[config.mk]
export PLATFORM = sky130hd
export DESIGN_NAME = vfc_seq
export DESIGN_NICKNAME = d
export VERILOG_FILES = /design/src/rtl/assert_macros.svh /design/src/rtl/vfc_pkg.sv /design/src/rtl/vfc_seq.sv
export SDC_FILE = /design/constraint.sdc
export NUM_CORES = 1
export LEC_CHECK = 0
export BUFFER_PORTS_ARGS = -buffer_cell sky130_fd_sc_hd__buf_2
export CAP_MARGIN = 20
export CORE_MARGIN = 8
export CORE_UTILIZATION = 30
export CTS_CLUSTER_DIAMETER = 40
export DETAILED_ROUTE_END_ITERATION = 7
export PLACE_DENSITY = 0.7
export SYNTH_ARGS = -nofsm -noshare
export SYNTH_HDL_FRONTEND = slang
export SYNTH_SLANG_ARGS = --single-unit
[constraint.sdc]
create_clock -name clock -period 3 [get_ports clock]
set_clock_uncertainty 0.2 [all_clocks]
set_input_delay 0.3 -clock clock [delete_from_list [all_inputs] [get_ports clock]]
set_output_delay 0.3 -clock clock [all_outputs]
set_load 0.1 [all_outputs]
[src/rtl/assert_macros.svh]
// Assertion macros shared by the RTL files.
// No dependencies; include by bare file name.
`ifndef ASSERT_MACROS_SVH
`define ASSERT_MACROS_SVH

// Same-cycle implication, checked outside reset.
`define VFC_ASSERT_NOW(lbl, clk, rst, ante, cons) \
   lbl: assert property (@(posedge clk) disable iff (rst) (ante) |-> (cons)) \
      else $error("assertion failed");

// Next-cycle implication, checked outside reset.
`define VFC_ASSERT_NEXT(lbl, clk, rst, ante, cons) \
   lbl: assert property (@(posedge clk) disable iff (rst) (ante) |=> (cons)) \
      else $error("assertion failed");

`endif

[src/rtl/vfc_pkg.sv]
// Shared types, constants and the CORDIC angle table of the footprint block.
// No dependencies.
package vfc_pkg;

   localparam int CORDIC_STAGES_DEF = 16;
   localparam int XY_W   = 34;
   localparam int Z_W    = 33;
   localparam int CS_W   = 18;
   localparam int LX_W   = 18;
   localparam int LY_W   = 17;
   localparam int CSR_IDX_W = 8;
   localparam logic signed [XY_W-1:0] CORDIC_GAIN = XY_W'(652032874);
   localparam logic signed [24:0] POS_MAX = 25'sd8388607;
   localparam logic signed [24:0] POS_MIN = -25'sd8388608;

   typedef enum logic [CSR_IDX_W-1:0] {
      REG_TRACTOR_LENGTH = 8'd0,
      REG_TRACTOR_WIDTH  = 8'd1,
      REG_TRAILER_LENGTH = 8'd2,
      REG_TRAILER_WIDTH  = 8'd3
   } reg_index_type;

   typedef struct packed {
      logic signed [23:0] pos_x;
      logic signed [23:0] pos_y;
      logic [15:0]        tractor_heading;
      logic [15:0]        trailer_heading;
   } req_type;

   typedef struct packed {
      logic signed [23:0] corner_x;
      logic signed [23:0] corner_y;
      logic               body_index;
      logic [1:0]         corner_index;
      logic               last_corner;
   } rsp_type;

   typedef struct packed {
      logic [15:0] tractor_length;
      logic [15:0] tractor_width;
      logic [15:0] trailer_length;
      logic [15:0] trailer_width;
   } cfg_type;

   // Corner data that rides along the rotation chain.
   typedef struct packed {
      logic signed [23:0]     px;
      logic signed [23:0]     py;
      logic signed [LX_W-1:0] lx;
      logic signed [LY_W-1:0] ly;
      logic                   body;
      logic [1:0]             corner;
      logic                   last;
   } carry_type;

   typedef struct packed {
      logic                   valid;
      logic signed [XY_W-1:0] x;
      logic signed [XY_W-1:0] y;
      logic signed [Z_W-1:0]  z;
      logic [1:0]             quad;
      carry_type              carry;
   } token_type;

   // Arctangent of 2^-i in units of 2^32 per turn.
   function automatic logic [31:0] atan_turn(input int idx);
      logic [31:0] v;
      case (idx)
         0:  v = 32'd536870912;
         1:  v = 32'd316933406;
         2:  v = 32'd167458907;
         3:  v = 32'd85004756;
         4:  v = 32'd42667331;
         5:  v = 32'd21354465;
         6:  v = 32'd10679838;
         7:  v = 32'd5340245;
         8:  v = 32'd2670163;
         9:  v = 32'd1335087;
         10: v = 32'd667544;
         11: v = 32'd333772;
         12: v = 32'd166886;
         13: v = 32'd83443;
         14: v = 32'd41722;
         15: v = 32'd20861;
         16: v = 32'd10430;
         17: v = 32'd5215;
         18: v = 32'd2608;
         19: v = 32'd1304;
         20: v = 32'd652;
         21: v = 32'd326;
         22: v = 32'd163;
         23: v = 32'd81;
         default: v = 32'd0;
      endcase
      return v;
   endfunction

endpackage

[src/rtl/vfc_seq.sv]
// Corner sequencer: holds the pose and issues one corner token per cycle.
// Depends on vfc_pkg.
module vfc_seq (
   input  logic              clock,
   input  logic              reset,
   input  logic              start,
   output logic              busy,
   input  vfc_pkg::req_type  req_data,
   input  vfc_pkg::cfg_type  cfg,
   output vfc_pkg::token_type token
);

   logic              active_ff, active_in;
   logic [2:0]        count_ff, count_in;
   vfc_pkg::req_type  pose_ff, pose_in;
   logic              accept;
   logic [2:0]        idx;
   logic [2:0]        last_idx;
   vfc_pkg::req_type  pose;
   logic [15:0]       heading;
   logic [15:0]       hsum;
   logic [1:0]        quad;
   logic [15:0]       resid;
   logic [15:0]       half_w;
   logic              body;
   logic [1:0]        corner;

   assign accept = start & ~busy;
   assign busy   = active_ff;

   // Slot index and pose of the corner issued this cycle.
   always_comb begin
      idx      = accept ? 3'd0 : count_ff;
      pose     = accept ? req_data : pose_ff;
      last_idx = (cfg.trailer_length != 16'd0) ? 3'd7 : 3'd3;
      body     = idx[2];
      corner   = idx[1:0];
   end

   // Advance through the four or eight corners of a pose.
   always_comb begin
      active_in = active_ff;
      count_in  = count_ff;
      pose_in   = pose;
      if (accept || active_ff) begin
         if (idx == last_idx) begin
            active_in = 1'b0;
            count_in  = 3'd0;
         end else begin
            active_in = 1'b1;
            count_in  = idx + 3'd1;
         end
      end
   end

   always_ff @(posedge clock) begin
      if (reset) begin
         active_ff <= 1'b0;
         count_ff  <= 3'd0;
      end else begin
         active_ff <= active_in;
         count_ff  <= count_in;
      end
      pose_ff <= pose_in;
   end

   // Quadrant fold, body-frame corner and the first chain token.
   always_comb begin
      heading = body ? pose.trailer_heading : pose.tractor_heading;
      hsum    = heading + 16'h2000;
      quad    = hsum[15:14];
      resid   = heading - {quad, 14'd0};
      half_w  = body ? cfg.trailer_width : cfg.tractor_width;

      token.valid = accept | active_ff;
      token.x     = vfc_pkg::CORDIC_GAIN;
      token.y     = '0;
      token.z     = vfc_pkg::Z_W'($signed({resid, 16'd0}));
      token.quad  = quad;
      token.carry.px     = pose.pos_x;
      token.carry.py     = pose.pos_y;
      token.carry.body   = body;
      token.carry.corner = corner;
      token.carry.last   = (idx == last_idx);
      if (!body) begin
         token.carry.lx = (corner < 2'd2) ?
            $signed({1'b0, cfg.tractor_length, 1'b0}) : '0;
      end else begin
         token.carry.lx = (corner < 2'd2) ?
            '0 : -$signed({1'b0, cfg.trailer_length, 1'b0});
      end
      if (corner == 2'd1 || corner == 2'd2) begin
         token.carry.ly = $signed({1'b0, half_w});
      end else begin
         token.carry.ly = -$signed({1'b0, half_w});
      end
   end

endmodule

======== After elaboration in Yosys (flattened, before gate mapping) ========
Index checks and enable logic that the tools add are counted.
storage, ports and cells
  input port bits ......................... 147
  register bits after elaboration ......... 84
  output and inout bits ................... 192
  word-level logic and storage cells ...... 32
cells by class
  bitwise logic cells ..................... 3
  mux-type cells .......................... 11
  $lt $le $gt $ge ......................... 1
  add/subtract/negate cells ............... 5
  equal/unequal tests ..................... 3
  reductions and logical operators ........ 3
operators with widths
  kind                                                              count
  80-bit 2-to-1 mux                                                 1
  18-bit 2-to-1 mux                                                 2
  17-bit 2-to-1 mux                                                 2
  16-bit 2-to-1 mux                                                 2
  17-bit negation with 18-bit output                                1
  16-bit negation with 17-bit output                                1
  16-bit by 14-bit adder with 16-bit output, second input constant  1
  16-bit nonzero test                                               1
  16-bit subtractor                                                 1
  3-bit 2-to-1 mux                                                  3
  3-bit by 1-bit adder with 3-bit output, second input constant     1
  3-bit == test                                                     1
  2-bit by 1-bit == test with 1-bit output, second input constant   1
  2-bit == test, second input constant                              1
  1-bit logical OR                                                  2
  2-bit < comparator, second input constant                         1
  1-bit bitwise AND                                                 1
  1-bit 2-to-1 mux                                                  1
  1-bit NOT                                                         1
  1-bit OR                                                          1

======== Logic depth before layout (Yosys ltp) ========
  word-level depth ........................ 6
  depth in mapped cells ................... 13
  gate-level depth less buffers ........... 10

======== Worst setup path before layout ========
Ideal clock, no wire load.
  path kind ............................... reg-to-output
  start point ............................. reg active_ff, in the netlist busy
  end point ............................... out token[121] (netlist bit)
  data required time ...................... 2.500 ns
  buffers on the path ..................... 5
  arrival ................................. 6.284 ns
  setup slack ............................. -3.784 ns
  cell stages (with the launch flop) ...... 13
  path through ............................ dfxtp_1 > nand2b_1 > buf_2 > nand2_4 > inv_1 > buf_2 > buf_2 > buf_2 > nor2_1 > nor2_1 > ha_1 > xor2_1 > buf_4
RTL lines
  item                    line           text
  from (decl)             vfc_seq.sv:13  logic active_ff, active_in;
  from (signal assigned)  vfc_seq.sv:61  active_ff <= active_in;
  to (decl)               vfc_seq.sv:10  output vfc_pkg::token_type token

==> results_dict.tcl <==
set metrics [dict create \
    slowest_stage "dfxtp_4" \
    dpl.hpwl_mm 13.4 \
    reg2reg_slack_ns 0.95 \
    hold_path_class "in2reg" \
    p_sw_share_pct 51.1 \
    core_sq_um 17100 \
    tns_ns -0.421 \
    viasPerCell 4.39 \
    final_common_cell "buf_2" \
    combPwrFrac_pct 58.5 \
    die_x_microns 148 \
    ios 339 \
    async_flop_share_pct 0 \
    h-tree-depth 3 \
    max_slew_margin_pct 52.6 \
    netlist_instances 573 \
    wl_per_cell_microns 16.5 \
    chipHeight_microns 148 \
    rsz0062_at_grt "yes" \
    syn_area_per_cell_sq_um 9.07 \
    die_area_sq_um 21800 \
    yosysTopAreaCell "dfxtp_1" \
    cts-buffers-inserted 9 \
    p_int_mw 3.00 \
    ant_nets 0 \
    initial_core_util_pct 30.4 \
    path_buf_inv 2 \
    wirelength_mm 18.0 \
    layout-drive-gt1-share_pct 54.6 \
    sequentialPowerShare_pct 21.7 \
    ys_ff_latch 84 \
    critical_path_class "reg2out" \
    cp_cell_sequence "nand2b_4 -> nand2_8 -> mux2i_4 -> ha_4 -> buf_6 -> o21bai_4 -> nor4_4 -> nand2_2 -> o21ai_4 -> a21oi_4 -> xnor2_4 -> buf_12" \
    finalHoldViolCount 0 \
    seq_area_frac_synth_pct 32.4 \
    cp.arrival_ns 2.62 \
    clk_path_buf_depth 2 \
    violations "negative setup slack" \
    maxSlewViolCount 0 \
    irDropWorstVdd_uv 565 \
    fin_crit_sh_pct 104 \
    startpoint_type "register" \
    cpLargestDelayFamily "simple AND/OR/NAND/NOR gates" \
    placed_cells 994 \
    grt_overflow 0 \
    firstDrtPassIters 6 \
    vias 4789 \
    grtUsageMet3_pct 6.76 \
    path_clk_slew_ns 0.07 \
    grt.busiest_layer "met2" \
    yosysWarningCount 0 \
    status "finished with violations" \
    nets 1011 \
    drt_iter0_drc 121 \
    clockRootBuffer "clkbuf_16" \
    timing.final.crit_period_ns 3.12 \
    setup_viol 6 \
    p_clk_share_pct 19.7 \
    n_fill_cell 1527 \
    portBuffers 253 \
    p_switching_mw 3.14 \
    area_delta_synth_final_pct 67.3 \
    synth_area_leaders "dfxtp_1, buf_4, mux2_2" \
    worst_skew_pair.late_latency_ns 0.33 \
    grt_pass1_vias 5094 \
    end_kind "output pin" \
    path_max_fanout 7 \
    drc 0 \
    met1_usage_pct 16.5 \
    synth_edf_count 0 \
    grt.met2_usage_pct 27.0 \
    clock_sinks 84 \
    fmax_ghz 0.321 \
    ys.flop_type "dfxtp_1" \
    setup_ws_ns -0.120 \
    synth.top_cell.area_share_pct 32.4 \
    rows 48 \
    p_leak_nw 4.03 \
    cts_tree "built" \
    cp.required_ns 2.50 \
    whs_ns 0.0142 \
    grtUsageTotal_pct 15.5 \
    worst_pin_slew_ns 0.706 \
    grt_pass1_wl_mm 27.2 \
    cpPeakStageDelay_ns 0.35 \
    antenna_found_initial 1 \
    place_congestion 0.846 \
    layout_common_cells "buf_2, conb_1, dfxtp_1" \
    power_density_nw_per_um2 707 \
    synth.distinct_cells 49 \
    stdcell_count 1090 \
    drv_cap 0 \
    synth_area_sq_um 5200 \
    grt_max_degree 61 \
]
[area by class of cell]
cell class	count	area, sq um	area share, %
Multi-Input combinational cell	407	3410	39.2
Timing Repair Buffer	348	2950	33.9
Sequential cell	84	1690	19.4
Tap cell	225	282	3.24
Clock buffer	10	229	2.63
Clock inverter	6	92.6	1.06
Inverter	9	47.5	0.547
Antenna cell	1	2.50	0.0288
[power groups by stage]
stage          Combinational (mW)  Sequential (mW)  Clock, mW
2_1_floorplan                2.92             1.35          0
3_3_place_gp                 3.47             1.35          0
3_5_place_dp                 3.49             1.36          0
4_1_cts                      3.58             1.33       1.26
5_1_grt                      3.71             1.35       1.29
6_report                     3.60             1.34       1.21
[cells in the mapped netlist (2+ instances only)]
| master | number |
|---|---|
| xnor2_1 | 16 |
| a21oi_1 | 12 |
| nand3b_1 | 2 |
| clkbuf_1 | 7 |
| a31oi_1 | 3 |
| nand3_1 | 4 |
| inv_1 | 9 |
| nand2b_1 | 2 |
| xor2_1 | 13 |
| or3_1 | 6 |
| o21ai_1 | 3 |
| and2_1 | 3 |
| ha_1 | 5 |
| nor4_1 | 5 |
| o31ai_1 | 4 |
| mux2_2 | 80 |
| nand2_1 | 27 |
| nand4_1 | 3 |
| a211oi_1 | 3 |
| a22o_1 | 2 |
| o21ai_0 | 16 |
| dfxtp_1 | 84 |
| conb_1 | 2 |
| buf_4 | 134 |
| buf_2 | 12 |
| nor3_1 | 14 |
| nor2b_1 | 2 |
| buf_1 | 3 |
| nor2_1 | 60 |
| or4_1 | 3 |
| a32o_1 | 2 |
| mux2i_1 | 15 |
[through the flow]
stage | instance area (sq um) | setup slack [ns] | total power [mW] | utilization (%)
floorplan | 6270 | -0.726 | 4.27 | -
global placement | 7470 | 0.0690 | 4.82 | 43.6
detailed placement | 7470 | 0.0305 | 4.84 | 43.6
CTS | 8540 | -0.143 | 6.17 | 49.9
global route | 8690 | -0.263 | 6.36 | 50.8
finish | 8690 | -0.120 | 6.15 | 50.8
[logic make-up (layout without fill, tap and decap cells)]
family | Yosys count | after routing | share of synthesized area [%]
buffers and inverters | 165 | 373 | 21.9
AND/OR/NAND/NOR | 138 | 138 | 12.6
multiplexers | 95 | 95 | 20.2
flip-flops | 84 | 84 | 32.4
AO/OA/AOI/OAI | 55 | 55 | 6.72
XOR/XNOR | 29 | 29 | 4.89
adder cells (fa/ha/maj) | 5 | 5 | 1.20
other | 2 | 86 | 0.144
[worst paths after layout]
path / startpoint / endpoint / depth (start not counted)
max: busy / token[16] / 12
min: req_data[39] / pose_ff[39] / 2
max reg2reg: busy / count_ff[1] / 6
min reg2reg: pose_ff[32] / pose_ff[32] / 1
[repair_timing]
action	CTS	global route
resized for setup	13	23
pin swaps	9	13
cloned	0	0
buffers inserted	7	9
endpoints found under the hold margin	67	0
endpoints found under the setup margin	14	17
hold buffers	64	0
[sequential cells by signal, summed over array words and instances (netlist names)]
register and flops:
busy 1, pose_ff 80, count_ff 3
[per-layer routing]
metal | vias to the layer above | routed length, microns | part of all wire [%]
li1 | 2301 | - | -
met1 | 2210 | 6690 | 37
met2 | 256 | 8870 | 49
met3 | 22 | 2040 | 11
met4 | 0 | 352 | 2.0
met5 | - | 0 | 0
Note: power is estimated with default switching activity, not from simulation.
