--- src/rtl/assert_macros.svh ---
// Assertion macros shared by the RTL files.
// No dependencies; include by bare file name.
`ifndef ASSERT_MACROS_SVH
`define ASSERT_MACROS_SVH

// Same-cycle implication, checked outside reset.
`define VFC_ASSERT_NOW(lbl, clk, rst, ante, cons) \
   lbl: assert property (@(posedge clk) disable iff (rst) (ante) |-> (cons)) \
      else $error("assertion failed");

// Next-cycle implication, checked outside reset.
`define VFC_ASSERT_NEXT(lbl, clk, rst, ante, cons) \
   lbl: assert property (@(posedge clk) disable iff (rst) (ante) |=> (cons)) \
      else $error("assertion failed");

`endif

--- src/rtl/vfc_pkg.sv ---
// Shared types, constants and the CORDIC angle table of the footprint block.
// No dependencies.
package vfc_pkg;

   localparam int CORDIC_STAGES_DEF = 16;
   localparam int XY_W   = 34;
   localparam int Z_W    = 33;
   localparam int CS_W   = 18;
   localparam int LX_W   = 18;
   localparam int LY_W   = 17;
   localparam int CSR_IDX_W = 8;
   localparam logic signed [XY_W-1:0] CORDIC_GAIN = XY_W'(652032874);
   localparam logic signed [24:0] POS_MAX = 25'sd8388607;
   localparam logic signed [24:0] POS_MIN = -25'sd8388608;

   typedef enum logic [CSR_IDX_W-1:0] {
      REG_TRACTOR_LENGTH = 8'd0,
      REG_TRACTOR_WIDTH  = 8'd1,
      REG_TRAILER_LENGTH = 8'd2,
      REG_TRAILER_WIDTH  = 8'd3
   } reg_index_type;

   typedef struct packed {
      logic signed [23:0] pos_x;
      logic signed [23:0] pos_y;
      logic [15:0]        tractor_heading;
      logic [15:0]        trailer_heading;
   } req_type;

   typedef struct packed {
      logic signed [23:0] corner_x;
      logic signed [23:0] corner_y;
      logic               body_index;
      logic [1:0]         corner_index;
      logic               last_corner;
   } rsp_type;

   typedef struct packed {
      logic [15:0] tractor_length;
      logic [15:0] tractor_width;
      logic [15:0] trailer_length;
      logic [15:0] trailer_width;
   } cfg_type;

   // Corner data that rides along the rotation chain.
   typedef struct packed {
      logic signed [23:0]     px;
      logic signed [23:0]     py;
      logic signed [LX_W-1:0] lx;
      logic signed [LY_W-1:0] ly;
      logic                   body;
      logic [1:0]             corner;
      logic                   last;
   } carry_type;

   typedef struct packed {
      logic                   valid;
      logic signed [XY_W-1:0] x;
      logic signed [XY_W-1:0] y;
      logic signed [Z_W-1:0]  z;
      logic [1:0]             quad;
      carry_type              carry;
   } token_type;

   // Arctangent of 2^-i in units of 2^32 per turn.
   function automatic logic [31:0] atan_turn(input int idx);
      logic [31:0] v;
      case (idx)
         0:  v = 32'd536870912;
         1:  v = 32'd316933406;
         2:  v = 32'd167458907;
         3:  v = 32'd85004756;
         4:  v = 32'd42667331;
         5:  v = 32'd21354465;
         6:  v = 32'd10679838;
         7:  v = 32'd5340245;
         8:  v = 32'd2670163;
         9:  v = 32'd1335087;
         10: v = 32'd667544;
         11: v = 32'd333772;
         12: v = 32'd166886;
         13: v = 32'd83443;
         14: v = 32'd41722;
         15: v = 32'd20861;
         16: v = 32'd10430;
         17: v = 32'd5215;
         18: v = 32'd2608;
         19: v = 32'd1304;
         20: v = 32'd652;
         21: v = 32'd326;
         22: v = 32'd163;
         23: v = 32'd81;
         default: v = 32'd0;
      endcase
      return v;
   endfunction

endpackage

--- src/rtl/vfc_rotate.sv ---
// Corner transform: rounds sin/cos, rotates the body-frame corner,
// moves it to the hitch and saturates. Depends on vfc_pkg.
module vfc_rotate (
   input  logic               clock,
   input  logic               reset,
   input  vfc_pkg::token_type tok,
   output logic               rsp_valid,
   output vfc_pkg::rsp_type   rsp_data
);

   localparam int P_W = vfc_pkg::LX_W + vfc_pkg::CS_W;

   logic signed [vfc_pkg::XY_W-1:0] xr, yr;
   logic signed [vfc_pkg::CS_W-1:0] cr, sr;
   logic signed [vfc_pkg::CS_W-1:0] c_ff, c_in, s_ff, s_in;
   logic                            v1_ff, v2_ff, v_out_ff;
   vfc_pkg::carry_type              k1_ff, k2_ff;
   logic signed [P_W-1:0] lxc_ff, lxs_ff, lyc_ff, lys_ff;
   logic signed [P_W:0]   sum_x, sum_y;
   logic signed [24:0]    wx, wy;
   logic signed [24:0]    ax, ay;
   vfc_pkg::rsp_type      rsp_ff, rsp_in;

   // Round the CORDIC outputs to Q1.16 and unfold the quadrant.
   always_comb begin
      xr = (tok.x + vfc_pkg::XY_W'(8192)) >>> 14;
      yr = (tok.y + vfc_pkg::XY_W'(8192)) >>> 14;
      cr = xr[vfc_pkg::CS_W-1:0];
      sr = yr[vfc_pkg::CS_W-1:0];
      case (tok.quad)
         2'd0: begin c_in = cr;  s_in = sr;  end
         2'd1: begin c_in = -sr; s_in = cr;  end
         2'd2: begin c_in = -cr; s_in = -sr; end
         default: begin c_in = sr; s_in = -cr; end
      endcase
   end

   // Sum of products, rounding to Q.8, translation and saturation.
   always_comb begin
      sum_x = (P_W+1)'(lxc_ff) - (P_W+1)'(lys_ff) + (P_W+1)'(65536);
      sum_y = (P_W+1)'(lxs_ff) + (P_W+1)'(lyc_ff) + (P_W+1)'(65536);
      wx    = 25'(sum_x >>> 17);
      wy    = 25'(sum_y >>> 17);
      ax    = 25'(k2_ff.px) + wx;
      ay    = 25'(k2_ff.py) + wy;
      if (ax > vfc_pkg::POS_MAX)      rsp_in.corner_x = 24'sh7FFFFF;
      else if (ax < vfc_pkg::POS_MIN) rsp_in.corner_x = 24'sh800000;
      else                            rsp_in.corner_x = ax[23:0];
      if (ay > vfc_pkg::POS_MAX)      rsp_in.corner_y = 24'sh7FFFFF;
      else if (ay < vfc_pkg::POS_MIN) rsp_in.corner_y = 24'sh800000;
      else                            rsp_in.corner_y = ay[23:0];
      rsp_in.body_index   = k2_ff.body;
      rsp_in.corner_index = k2_ff.corner;
      rsp_in.last_corner  = k2_ff.last;
   end

   // Three registered steps: sin/cos, products, result.
   always_ff @(posedge clock) begin
      if (reset) begin
         v1_ff    <= 1'b0;
         v2_ff    <= 1'b0;
         v_out_ff <= 1'b0;
      end else begin
         v1_ff    <= tok.valid;
         v2_ff    <= v1_ff;
         v_out_ff <= v2_ff;
      end
      c_ff   <= c_in;
      s_ff   <= s_in;
      k1_ff  <= tok.carry;
      lxc_ff <= P_W'(k1_ff.lx) * P_W'(c_ff);
      lxs_ff <= P_W'(k1_ff.lx) * P_W'(s_ff);
      lyc_ff <= P_W'(k1_ff.ly) * P_W'(c_ff);
      lys_ff <= P_W'(k1_ff.ly) * P_W'(s_ff);
      k2_ff  <= k1_ff;
      rsp_ff <= rsp_in;
   end

   assign rsp_valid = v_out_ff;
   assign rsp_data  = rsp_ff;

endmodule

--- config.mk ---
export PLATFORM = sky130hd
export DESIGN_NAME = vfc_rotate
export DESIGN_NICKNAME = d
export VERILOG_FILES = /design/src/rtl/assert_macros.svh /design/src/rtl/vfc_pkg.sv /design/src/rtl/vfc_rotate.sv
export SDC_FILE = /design/constraint.sdc
export NUM_CORES = 2
export LEC_CHECK = 0
export BUFFER_PORTS_ARGS = -buffer_cell sky130_fd_sc_hd__buf_4
export CORE_MARGIN = 2
export CORE_UTILIZATION = 67
export DETAILED_ROUTE_END_ITERATION = 7
export PLACE_DENSITY = 0.85
export SKIP_CTS_REPAIR_TIMING = 1
export SLEW_MARGIN = 5
export SYNTH_ARGS = -nofsm -noshare
export SYNTH_HDL_FRONTEND = slang
export SYNTH_SLANG_ARGS = --single-unit
--- constraint.sdc ---
create_clock -name clock -period 15.4 [get_ports clock]
set_input_delay 0.77 -clock clock [delete_from_list [all_inputs] [get_ports clock]]
set_output_delay 0.77 -clock clock [all_outputs]
set_load 0.02 [all_outputs]
After elaboration in Yosys (flattened, before gate mapping)
Index checks and enable logic that the tools add are counted.
{"block": "classes", "n_addsub": 10, "n_mul": 4, "magnitude_cmp": 4, "n_eq_ne": 2, "n_mux": 4, "n_reduce_logical": 1}
{"cell": "$pmux 18 s3", "count": 2}
{"cell": "$add 37x18->37 const B", "count": 2}
{"cell": "$mul 18x18->36", "count": 2}
{"cell": "$mul 17x18->35", "count": 2}
{"cell": "$add 32x15->32 const B", "count": 2}
{"cell": "$add 24x20->25", "count": 2}
{"cell": "$gt 25x24->1 const B", "count": 2}
{"cell": "$lt 25x24->1 const B", "count": 2}
{"cell": "$mux 24", "count": 2}
{"cell": "$add 36x35->37", "count": 1}
{"cell": "$sub 36x35->37", "count": 1}
{"cell": "$neg 18->18", "count": 2}
{"cell": "$eq 2x1->1 const B", "count": 1}
{"cell": "$eq 2x2->1 const B", "count": 1}
{"cell": "$logic_not 2->1", "count": 1}
{"block": "totals", "register_bits": 372, "elab_cells": 51}

Logic depth before layout (Yosys ltp)
{"block": "depth", "depth_word": 5, "ltp_mapped": 27, "ltp_nobuf": 25}

Worst setup path after synthesis
Ideal clock, no wire load.
{"block": "synth_path", "path_kind": "reg2reg", "start": "register k1_ff[38] (netlist name)", "end": "register lxc_ff[35]", "setup_time_ns": 0.126, "t_arrival_ns": 6.403, "setup_slack_ns": 8.872, "stages_incl_launch_ff": 23, "synth_period_minus_slack_ns": 6.528, "cell_sequence": "dfxtp_1 clkbuf_1 clkbuf_1 nand2_1 inv_1 fa_1 fa_1 inv_1 fa_1 fa_1 inv_1 fa_1 fa_1 ha_1 clkbuf_1 a2111o_1 or4_1 nor2_1 o31ai_1 o221a_2 a41o_1 o41ai_2 xnor2_1"}
{"block": "synth_via", "elab_chain_cells": 1}
{"item": "from (decl)", "line_no": "vfc_rotate.sv:17", "rtl": "vfc_pkg::carry_type k1_ff, k2_ff;"}
{"item": "from (signal assigned)", "line_no": "vfc_rotate.sv:70", "rtl": "k1_ff <= tok.carry;"}
{"item": "$mul 18x18->36", "line_no": "vfc_rotate.sv:71", "rtl": "lxc_ff <= P_W'(k1_ff.lx) * P_W'(c_ff);"}
{"item": "to (signal assigned)", "line_no": "vfc_rotate.sv:71"}
{"item": "to (decl)", "line_no": "vfc_rotate.sv:18", "rtl": "logic signed [P_W-1:0] lxc_ff, lxs_ff, lyc_ff, lys_ff;"}
No other way between the ends.
A chain may end at the register's enable or synchronous reset.

Worst setup path after layout
{"block": "layout_path", "start": "register s_ff[6] (netlist name)", "end": "register lxs_ff[32]"}
{"block": "layout_via", "elab_chain_cells": 1}
{"item": "from (decl)", "line_no": "vfc_rotate.sv:15", "rtl": "logic signed [vfc_pkg::CS_W-1:0] c_ff, c_in, s_ff, s_in;"}
{"item": "from (signal assigned)", "line_no": "vfc_rotate.sv:69", "rtl": "s_ff <= s_in;"}
{"item": "$mul 18x18->36", "line_no": "vfc_rotate.sv:72", "rtl": "lxs_ff <= P_W'(k1_ff.lx) * P_W'(s_ff);"}
{"item": "to (signal assigned)", "line_no": "vfc_rotate.sv:72"}
{"item": "to (decl)", "line_no": "vfc_rotate.sv:18"}
No other way between the ends.

==> run summary <==
status -> finished, final reports clean
top cell family by delay on the critical path -> adder cells
initial core utilization -> 0.674
worst slew pin tran -> 1.09 ns
DRC viols -> 0
vias in the first global route -> 49800
most frequent cell after synthesis -> inv_1
Max FO, Critical Path -> 35
crit-path max cell delay -> 1.05 ns
Distinct cells, synth -> 96
Core Util, Final -> 0.715
Top cell by count, worst path -> fa_1
area grow syn2layout -> 6.06%
register area share after synthesis -> 0.119
#FFs+latches synth -> 372
Final HPWL DP -> 110 mm
Sink Count -> 372
layout cells sized above 1 -> 0.0595
CTS root buf -> clkbuf_16
row count -> 112
CP max stage cell -> dfxtp_2
Crit Path Class -> flop to flop
core area -> 92900 um2
drt pass-1 iters -> 7
Ports -> 246
largest net degree at the start of global routing -> 77
Final Non-Filler Cells -> 8011
drt total wl -> 146 mm
period utilization -> 0.501
post-DR wirelength/cell -> 18.2 um
nets -> 8745
fmax -> 130 MHz
ys async rst share -> 0
die width -> 310 um
Iter 0 DRT Violations -> 3473
Mapped Area -> 62600 um2
Hold WC Path Type -> input port to flop
post-synthesis net count -> 8760
TritonCTS Buffers -> 46
routed vias -> 45800
TNS Setup -> 0 ns
full die area -> 95900 um2
Yosys top cell area share -> 0.410
Slew HR -> 0.271
first-pass GRT wire length -> 245 mm
unrepaired setup endpoints after global routing -> false
Ys Warns -> 0
Max Cap Viol -> 0
Overflow after GRT -> 0
biggest area consumer among synthesized cells -> fa_1
CP Data Required Time -> 15.90 ns
dpl cells -> 7924
PortBufs -> 182
Clock transition at path regs -> 0.07 ns
Final Slew Violations -> 0
Total GRT Usage -> 0.321
worst hold slack -> 0.232 ns
syn avg cell area -> 9.30 um2
Buf/Inv on CP -> 5
Final Hold Vio Count -> 0
TritonCTS clock tree -> built
CP cell instances -> nand2_1 -> fa_1 -> inv_1 -> fa_1 -> inv_1 -> fa_1 -> inv_1 -> fa_1 -> inv_1 -> fa_1 -> inv_1 -> fa_1 -> ha_1 -> and3_1 -> and3_1 -> a21oi_1 -> o31ai_1 -> a41oi_1 -> a2111oi_0 -> o21ai_0 -> mux2i_1 -> nand2_1
initial antenna violation count -> 2
CP startpoint kind -> flop
EDFF count, synth -> 0
Worst-Skew Late Latency -> 0.63 ns
clk_skew -> 0.0300 ns
Period minus WS final -> 7.72 ns
Final ANT Viol Nets -> 0
Area contributors post-synth -> fa_1 (41%), dfxtp_1 (12%), ha_1 (11%)
Max H-tree Level -> 2
Die Y -> 310 um
Arr. time, crit path -> 8.21 ns
cell count after synthesis -> 6733
ys flop type -> dfxtp_1
vias per cell -> 5.72
synth cell count leaders -> inv_1 (1440), fa_1 (1282), nand2_1 (815)
Worst Setup End Kind -> flop
Max Root-Sink Buffers -> 3
Placer Congestion -> 0.923
count of final setup violators -> 0
[state kept, by name, indices dropped and copies added, names as in the netlist]
register   flops
c_ff          18
rsp_data      52
lys_ff        35
k1_ff         87
lxs_ff        36
s_ff          18
v1_ff          1
rsp_valid      1
lxc_ff        36
v2_ff          1
lyc_ff        35
k2_ff         52
[cells in the final DEF (no fill, tap or decap), types with 64 or more instances in the layout]
cell type,count
a21o_1,67
a21oi_1,221
and2_1,503
buf_4,233
dfxtp_1,346
fa_1,1282
ha_1,552
inv_1,1440
nand2_1,815
nand2b_1,76
nand3_1,64
nor2_1,199
o21ai_0,116
xnor2_1,172
xor2_1,83
[metrics by stage]
stage	instance area [um2]	setup slack [ns]
2_1_floorplan	62600	8.87
3_3_place_gp	64900	7.99
3_5_place_dp	64900	7.85
4_1_cts	66400	7.82
5_1_grt	66400	7.38
6_report	66400	7.68
[layer usage]
| metal | part of all wire | up-vias | GRT usage | wire, um |
|---|---|---|---|---|
| met4 | 0.058 | 0 | 0.160 | 8450 |
| li1 | - | 20400 | - | - |
| met1 | 0.38 | 23000 | 0.411 | 54700 |
| met3 | 0.086 | 445 | 0.0555 | 12500 |
| met2 | 0.48 | 2030 | 0.529 | 70000 |
| met5 | 0 | - | 0 | 0 |
[final cells by class]
type	count	area, um2
diodes	2	5.00
inverters	1442	5410
fillers	6558	26500
well taps	1254	1570
multi-input cells	4623	48600
flip-flops and latches	372	7480
clock buffers	58	1260
clock inverters	27	302
repair buffers	233	1750
[final timing paths]
check	start	endpoint	slack, ns	cells after the start
worst max register to register	s_ff[6]$_DFF_P_	lxs_ff[32]$_DFF_P_	7.68	22
worst min register to register	k2_ff[0]$_DFF_P_	rsp_data[0]$_DFF_P_	0.33	0
worst max-delay path	s_ff[6]$_DFF_P_	lxs_ff[32]$_DFF_P_	7.68	22
worst min-delay path	tok[49]	k1_ff[49]$_DFF_P_	0.23	1
[cell families after synthesis]
kind of cell    after synthesis  share of synthesized area
xor+xnor                    255                     0.0357
mux                          32                    0.00897
compound gates              644                     0.0665
flops                       372                      0.119
buf+inv                    1738                      0.104
fa+ha+maj                  1840                      0.521
simple gates               1852                      0.145
Power is left out: the tool's default activity adds up to more than one toggle a clock period on the data nets, which glitch-free logic cannot reach.
