File: config.mk
export PLATFORM = sky130hd
export DESIGN_NAME = vfc_cell
export DESIGN_NICKNAME = d
export VERILOG_FILES = /design/src/rtl/assert_macros.svh /design/src/rtl/vfc_pkg.sv /design/src/rtl/vfc_cell.sv
export SDC_FILE = /design/constraint.sdc
export NUM_CORES = 1
export LEC_CHECK = 0
export ABC_CLOCK_PERIOD_IN_PS = 8100
export BUFFER_PORTS_ARGS = -buffer_cell sky130_fd_sc_hd__buf_2
export CORE_AREA = 4 4 147 149
export DETAILED_ROUTE_END_ITERATION = 16
export DIE_AREA = 0 0 151 153
export PLACE_DENSITY = 0.81
export SLEW_MARGIN = 0
export SYNTH_ARGS = -nofsm -noshare
export SYNTH_HDL_FRONTEND = slang
export SYNTH_SLANG_ARGS = --single-unit
File: constraint.sdc
create_clock -name clock -period 8.1 [get_ports clock]
set_input_delay 1.62 -clock clock [delete_from_list [all_inputs] [get_ports clock]]
set_output_delay 1.62 -clock clock [all_outputs]
set_load 0.01 [all_outputs]
File: src/rtl/assert_macros.svh
// Assertion macros shared by the RTL files.
// No dependencies; include by bare file name.
`ifndef ASSERT_MACROS_SVH
`define ASSERT_MACROS_SVH

// Same-cycle implication, checked outside reset.
`define VFC_ASSERT_NOW(lbl, clk, rst, ante, cons) \
   lbl: assert property (@(posedge clk) disable iff (rst) (ante) |-> (cons)) \
      else $error("assertion failed");

// Next-cycle implication, checked outside reset.
`define VFC_ASSERT_NEXT(lbl, clk, rst, ante, cons) \
   lbl: assert property (@(posedge clk) disable iff (rst) (ante) |=> (cons)) \
      else $error("assertion failed");

`endif

File: src/rtl/vfc_pkg.sv
// Shared types, constants and the CORDIC angle table of the footprint block.
// No dependencies.
package vfc_pkg;

   localparam int CORDIC_STAGES_DEF = 16;
   localparam int XY_W   = 34;
   localparam int Z_W    = 33;
   localparam int CS_W   = 18;
   localparam int LX_W   = 18;
   localparam int LY_W   = 17;
   localparam int CSR_IDX_W = 8;
   localparam logic signed [XY_W-1:0] CORDIC_GAIN = XY_W'(652032874);
   localparam logic signed [24:0] POS_MAX = 25'sd8388607;
   localparam logic signed [24:0] POS_MIN = -25'sd8388608;

   typedef enum logic [CSR_IDX_W-1:0] {
      REG_TRACTOR_LENGTH = 8'd0,
      REG_TRACTOR_WIDTH  = 8'd1,
      REG_TRAILER_LENGTH = 8'd2,
      REG_TRAILER_WIDTH  = 8'd3
   } reg_index_type;

   typedef struct packed {
      logic signed [23:0] pos_x;
      logic signed [23:0] pos_y;
      logic [15:0]        tractor_heading;
      logic [15:0]        trailer_heading;
   } req_type;

   typedef struct packed {
      logic signed [23:0] corner_x;
      logic signed [23:0] corner_y;
      logic               body_index;
      logic [1:0]         corner_index;
      logic               last_corner;
   } rsp_type;

   typedef struct packed {
      logic [15:0] tractor_length;
      logic [15:0] tractor_width;
      logic [15:0] trailer_length;
      logic [15:0] trailer_width;
   } cfg_type;

   // Corner data that rides along the rotation chain.
   typedef struct packed {
      logic signed [23:0]     px;
      logic signed [23:0]     py;
      logic signed [LX_W-1:0] lx;
      logic signed [LY_W-1:0] ly;
      logic                   body;
      logic [1:0]             corner;
      logic                   last;
   } carry_type;

   typedef struct packed {
      logic                   valid;
      logic signed [XY_W-1:0] x;
      logic signed [XY_W-1:0] y;
      logic signed [Z_W-1:0]  z;
      logic [1:0]             quad;
      carry_type              carry;
   } token_type;

   // Arctangent of 2^-i in units of 2^32 per turn.
   function automatic logic [31:0] atan_turn(input int idx);
      logic [31:0] v;
      case (idx)
         0:  v = 32'd536870912;
         1:  v = 32'd316933406;
         2:  v = 32'd167458907;
         3:  v = 32'd85004756;
         4:  v = 32'd42667331;
         5:  v = 32'd21354465;
         6:  v = 32'd10679838;
         7:  v = 32'd5340245;
         8:  v = 32'd2670163;
         9:  v = 32'd1335087;
         10: v = 32'd667544;
         11: v = 32'd333772;
         12: v = 32'd166886;
         13: v = 32'd83443;
         14: v = 32'd41722;
         15: v = 32'd20861;
         16: v = 32'd10430;
         17: v = 32'd5215;
         18: v = 32'd2608;
         19: v = 32'd1304;
         20: v = 32'd652;
         21: v = 32'd326;
         22: v = 32'd163;
         23: v = 32'd81;
         default: v = 32'd0;
      endcase
      return v;
   endfunction

endpackage

File: src/rtl/vfc_cell.sv
// One CORDIC rotation cell: a micro-rotation by atan(2^-STAGE) per cycle.
// Depends on vfc_pkg.
module vfc_cell #(
   parameter int STAGE = 0
) (
   input  logic               clock,
   input  logic               reset,
   input  vfc_pkg::token_type tok_in,
   output vfc_pkg::token_type tok_out
);

   localparam logic signed [vfc_pkg::Z_W-1:0] ATAN =
      vfc_pkg::Z_W'(vfc_pkg::atan_turn(STAGE));

   vfc_pkg::token_type tok_ff, tok_in_next;
   logic signed [vfc_pkg::XY_W-1:0] dx, dy;

   // Rotate toward zero residual angle.
   always_comb begin
      dx = tok_in.y >>> STAGE;
      dy = tok_in.x >>> STAGE;
      tok_in_next = tok_in;
      if (!tok_in.z[vfc_pkg::Z_W-1]) begin
         tok_in_next.x = tok_in.x - dx;
         tok_in_next.y = tok_in.y + dy;
         tok_in_next.z = tok_in.z - ATAN;
      end else begin
         tok_in_next.x = tok_in.x + dx;
         tok_in_next.y = tok_in.y - dy;
         tok_in_next.z = tok_in.z + ATAN;
      end
   end

   always_ff @(posedge clock) begin
      if (reset) begin
         tok_ff.valid <= 1'b0;
      end else begin
         tok_ff.valid <= tok_in_next.valid;
      end
      tok_ff.x     <= tok_in_next.x;
      tok_ff.y     <= tok_in_next.y;
      tok_ff.z     <= tok_in_next.z;
      tok_ff.quad  <= tok_in_next.quad;
      tok_ff.carry <= tok_in_next.carry;
   end

   assign tok_out = tok_ff;

endmodule

Word-level counts from Yosys, hierarchy flattened
Index checks and enable logic that the tools add are counted.
- register bits: 191
- latch bits: 0
- memory bits (writable): 0
- memory bits (read-only): 0
- output and inout bits: 191
- word-level logic and storage cells: 18
- memories kept: 0
- add/sub/neg operators: 5
- multipliers: 0
- div/mod/pow operators: 0
- $lt $le $gt $ge: 0
- equality and inequality tests: 0
- shifts and indexed selects: 0
- multiplexer cells: 1
- bitwise logic cells: 0
- reduce and logical (&&, ||, !) cells: 0
- operators with widths (kind ; count):
    $mux 101 ; 1
    $sub 34x34->34 ; 2
    $add 34x34->34 ; 1
    $add 33x31->33 const B ; 1
    $sub 33x31->33 const B ; 1

Logic depth before layout (Yosys ltp)
Gate-level depths: netlist of run 1.
- depth after elaboration: 2
- mapped depth: 12

Worst setup path before layout of run 1
OpenSTA, ideal clock, no wires.
- kind: input-to-reg
- start point: in tok_in[122] (netlist bit)
- end point: reg tok_ff, in the netlist tok_out[188]
- arrival time: 3844 ps
- setup slack: 4138 ps
- cell stages on the path: 11
- cell sequence: ha_1 -> fa_1 -> nand2b_1 -> a221oi_2 -> o211a_1 -> o311a_1 -> a21o_1 -> a41o_4 -> a211oi_4 -> o21ai_2 -> xnor2_1
- RTL lines (element ; line ; text):
    start, declared ; vfc_cell.sv:8 ; input vfc_pkg::token_type tok_in,
    end, declared ; vfc_cell.sv:15 ; vfc_pkg::token_type tok_ff, tok_in_next;

==> results.yml, run 1 <==
placement:
  gp_congestion: 1.01
  post_dp_cell_area_sq_mm: 0.0118
  port-buffer-count: 383
  dp_hpwl_um: 30700
logic_synthesis:
  synth_common_cells: "dfxtp_1, a21oi_1, inv_1"
  synth_largest_area_cell: "dfxtp_1"
  synth_top_area_share_pct: 39.0
  syn_area_sq_mm: 0.00975
  yosysWarnings: 0
  syn_nets: 1378
  ys_seq_elements: 190
  ys.flop_type: "dfxtp_1"
  syn_inst: 1080
  synth_edf_count: 0
  postSynthAreaPerCell_sq_um: 9.02
  synth.most_common_cell: "dfxtp_1"
  seq_area_frac_synth_pct: 39.0
  synth_cell_type_count: 71
  postSynth.asyncResetShare_pct: 0
  synthTopCellsByArea: "dfxtp_1, ha_1, a21oi_1, xnor2_1, inv_1"
sta:
  fin_crit_ns: 4.34
  worst_slew_margin_rel_pct: 40.5
  period_share_pct: 53.6
  tightestPinTransition_ns: 0.892
  finalHoldViolations: 0
  rsz0062_at_grt: "no"
  setup_viol: 0
  tns_ns: 0
  fmax_ghz: 0.230
  whs_ns: 1.27
  drv_slew: 0
clock_network:
  hold_buffers: 0
  postCtsSetupBuffers: 0
  clkTransAtPathRegs_ns: 0.09
  cts.sinks: 190
  cts_max_level: 4
  tritoncts: "built"
  post_cts_resized: 0
  cts.path.max_buffers: 2
  cts_root_buf: "clkbuf_16"
  cts_buffers: 17
die:
  initial_core_util_pct: 48.3
  fp.dieW_um: 151
  coreArea_sq_mm: 0.0202
  row_count: 52
  die_h_um: 153
  fp.dieArea_sq_mm: 0.0231
  io_pins: 384
drt:
  via_per_inst: 5.60
  dr.first_iter.drc_count: 1038
  drc: 0
  avgRoutedWirePerCell_um: 22.0
  via_count: 9657
  wirelength_um: 37900
  firstDrtPassIters: 6
  final_antenna_net_count: 0
global_routing:
  grt.total_usage_pct: 31.5
  grt_pass1_vias: 9352
  gr-total-overflow: 0
  grt_pass1_wl_um: 56000
  antenna_found_initial: 8
  grt_start_max_net_pins: 82
setup_path:
  max_stage_delay_ns: 0.55
  path_depth: 12
  cp_top_family: "compound AO/OA/AOI/OAI gates"
  criticalPathCategory: "in2reg"
  critical_path_buf_inv_count: 2
  path_common_cell: "a21oi_1"
  slowest_stage: "nor3_1"
  crit_chain: "buf_2 -> inv_1 -> ha_1 -> nor3_1 -> a21oi_1 -> a31oi_1 -> nor4_1 -> o41ai_2 -> and2_4 -> a21oi_1 -> o21ai_1 -> xnor2_1"
  cp.arrival_ns: 4.71
  start_kind: "input pin"
  crit_fanout: 16
  crit_required_ns: 8.46
  end_kind: "flop"
hold_path:
  min_path_type: "in2reg"
  hold_path_depth: 1
pwr:
  ir_worst_vdd_uv: 124
  p_per_area_mw_per_mm2: 221
  p_leak_nw: 6.19
cells_and_area:
  fin_util_pct: 61.5
  final_nets: 1735
  drive_above_1_share_pct: 30.7
  largest_reg_flops: 190
  synthToLayoutAreaGrowth_pct: 27.3
  design_area_sq_mm: 0.0124
flow_run:
  maxCapViolCount: 0
status:
  status: "finished, final reports clean"
-- metrics by stage --
step | worst slack [ns] | instances | total power, mW
2_1_floorplan | 4.14 | 1080 | 1.53
3_3_place_gp | 3.38 | 1688 | 1.84
3_5_place_dp | 3.41 | 1688 | 1.84
4_1_cts | 3.87 | 1720 | 2.75
5_1_grt | 3.62 | 1724 | 2.86
6_report | 3.76 | 1724 | 2.74
-- layout by cell type (no fill, tap or decap), types with 15 or more instances in the layout --
cell and instances:
inv_1 108, nor3_1 17, clkbuf_16 17, ha_1 101
a21o_1 30, xnor2_1 60, o211ai_1 16, a21oi_1 110
nand2_1 39, dfxtp_1 190, buf_2 383, nand2b_1 15
nor2_1 86, o21ai_0 64
-- per-layer routing --
layer / vias up / track usage, % / wire (um)
li1: 4456 / - / -
met1: 4563 / 39.3 / 14800
met2: 544 / 52.7 / 18000
met3: 86 / 8.62 / 3820
met4: 8 / 10.2 / 1230
met5: - / 0 / 56
-- cells by family (layout without fill, tap and decap cells) --
group                      count (synthesis)  count (layout)  synth area share [%]
and+or+nand+nor                          218             218                  10.5
DFF                                      190             190                  39.0
other                                      0               4                     0
AOI/OAI and AO/OA                        334             334                  22.8
muxes                                      9               9                 0.924
xor gates and xnor gates                  67              67                  6.02
adders and majority gates                105             105                  13.8
buffers and inverters                    157             527                  6.95
-- area by class of cell --
type	count	area, sq um
Fill cell	1846	7760
Clock inverter	15	221
Tap cell	270	338
Clock buffer	17	425
Antenna cell	4	10.0
Sequential cell	190	3800
Timing Repair Buffer	385	1930
Inverter	110	413
Multi-Input combinational cell	733	5270
-- path summary, 6_finish.rpt --
path                            to  slack [ns]   startpoint
worst max-delay path  tok_out[187]        3.76  tok_in[139]
worst min-delay path  tok_out[110]        1.27  tok_in[110]
-- where the power goes --
part / switching (mW) / leakage [nW] / internal (mW)
clock network: 0.466 / 0.310 / 0.437
logic: 0.456 / 4.27 / 0.289
registers: 0.0474 / 1.60 / 1.05
Note: power is estimated with default switching activity, not from simulation.
==> run 2: changes to the inputs <==
- ABC_CLOCK_PERIOD_IN_PS: 8100 -> 3500
- CORE_AREA: 4 4 147 149 -> not set
- CORE_MARGIN: not set -> 4
- CORE_UTILIZATION: not set -> 45
- DIE_AREA: 0 0 151 153 -> not set
- PLACE_DENSITY: 0.81 -> 0.8
- clock period: 8.1 -> 3.5 ns (I/O delays scaled with it)
==> results.yml, run 2 (synthesized netlist as in run 1, its figures left out) <==
clock_network:
  hold_buffers: 0
  cts_buffers: 17
  cts_max_level: 4
  cts.sinks: 190
  cts.path.max_buffers: 2
  post_cts_resized: 0
  clkTransAtPathRegs_ns: 0.09
  postCtsSetupBuffers: 0
  tritoncts: "built"
  cts_root_buf: "clkbuf_16"
pwr:
  p_per_area_mw_per_mm2: 498
  ir_worst_vdd_uv: 254
  p_leak_nw: 6.58
  totalPowerFinal_mw: 6.48
hold_path:
  min_path_type: "in2reg"
drt:
  drc: 0
  firstDrtPassIters: 8
  avgRoutedWirePerCell_um: 21.0
  final_antenna_net_count: 0
  dr.first_iter.drc_count: 1068
  via_per_inst: 5.45
  via_count: 9842
  wirelength_um: 38000
die:
  coreArea_sq_mm: 0.0212
  fp.dieArea_sq_mm: 0.0241
  io_pins: 384
  initial_core_util_pct: 46.1
  row_count: 53
  die_h_um: 155
  fp.dieW_um: 155
sta:
  worst_slew_margin_rel_pct: 37.5
  drv_slew: 0
  setup_viol: 0
  fin_crit_ns: 3.28
  fmax_ghz: 0.304
  period_share_pct: 93.8
  rsz0062_at_grt: "no"
  finalHoldViolations: 0
  tightestPinTransition_ns: 0.938
cells_and_area:
  fin_cells: 1805
  final_common_cell: "buf_2"
  final_nets: 1815
  synthToLayoutAreaGrowth_pct: 33.5
  layout_common_cells: "buf_2, dfxtp_1, a21oi_1"
  multi_input_area_sq_mm: 0.00527
  design_area_sq_mm: 0.0130
  largest_reg_flops: 190
  drive_above_1_share_pct: 34.3
  regArea_sq_mm: 0.00380
  fillers: 1871
  num_antenna_cells: 0
setup_path:
  start_kind: "input pin"
  end_kind: "flop"
  criticalPathCategory: "in2reg"
  crit_required_ns: 3.82
  crit_fanout: 9
  cp.arrival_ns: 3.60
status:
  status: "finished, final reports clean"
global_routing:
  gr-total-overflow: 0
  grt_start_max_net_pins: 84
  grt.total_usage_pct: 30.3
  antenna_found_initial: 1
  grt_pass1_vias: 9740
  grt_pass1_wl_um: 56300
placement:
  gp_congestion: 0.995
  port-buffer-count: 383
  post_dp_cell_area_sq_mm: 0.0124
  dp_hpwl_um: 31200
  dp.cells: 1773
flow_run:
  maxCapViolCount: 0
[run 2: critical path, stage by stage]
cell	delay, ns
buf_2	0.10
inv_1	0.04
ha_1	0.45
or2_1	0.17
a21boi_0	0.28
o311ai_1	0.19
buf_4	0.17
o311ai_1	0.51
o31a_1	0.27
a211oi_1	0.12
buf_4	0.17
o211ai_1	0.16
o21ai_0	0.13
xnor2_1	0.14
[run 2: layout make-up]
class	instances	share of cell area, %
sequential	190	29.2
clock inverter	15	1.67
tap	275	2.64
multi-input combinational	733	40.5
inverter	110	3.17
timing repair buffer	465	19.6
clock buffer	17	3.27
[run 2: worst paths after layout]
check	depth (start not counted)	endpoint	slack, ns	startpoint
min	1	tok_out[68]	0.35	tok_in[68]
max	14	tok_out[189]	0.22	tok_in[128]
[run 2: layer usage]
metal / GRT usage, % / vias up / share of wire (%)
met5: 0 / - / 0.026
met4: 8.03 / 2 / 2.4
met3: 6.79 / 72 / 7.7
met2: 53.0 / 467 / 50
met1: 37.5 / 4696 / 40
li1: - / 4605 / -
[run 2: through the flow]
stage | utilization, % | setup slack (ns) | setup TNS [ns] | hold slack (ns)
floorplan | - | 0.458 | 0 | 0.728
global placement | 58.5 | -0.101 | -0.374 | 0.802
detailed placement | 58.5 | -0.141 | -0.895 | 0.804
CTS | 61.5 | 0.311 | 0 | 0.339
global route | 61.5 | 0.125 | 0 | 0.326
finish | 61.5 | 0.216 | 0 | 0.351
[run 2: power breakdown]
| group | switching, mW | leakage (nW) | internal (mW) |
|---|---|---|---|
| registers | 0.0955 | 1.60 | 2.43 |
| clock network | 1.09 | 0.308 | 1.01 |
| logic | 1.08 | 4.66 | 0.778 |
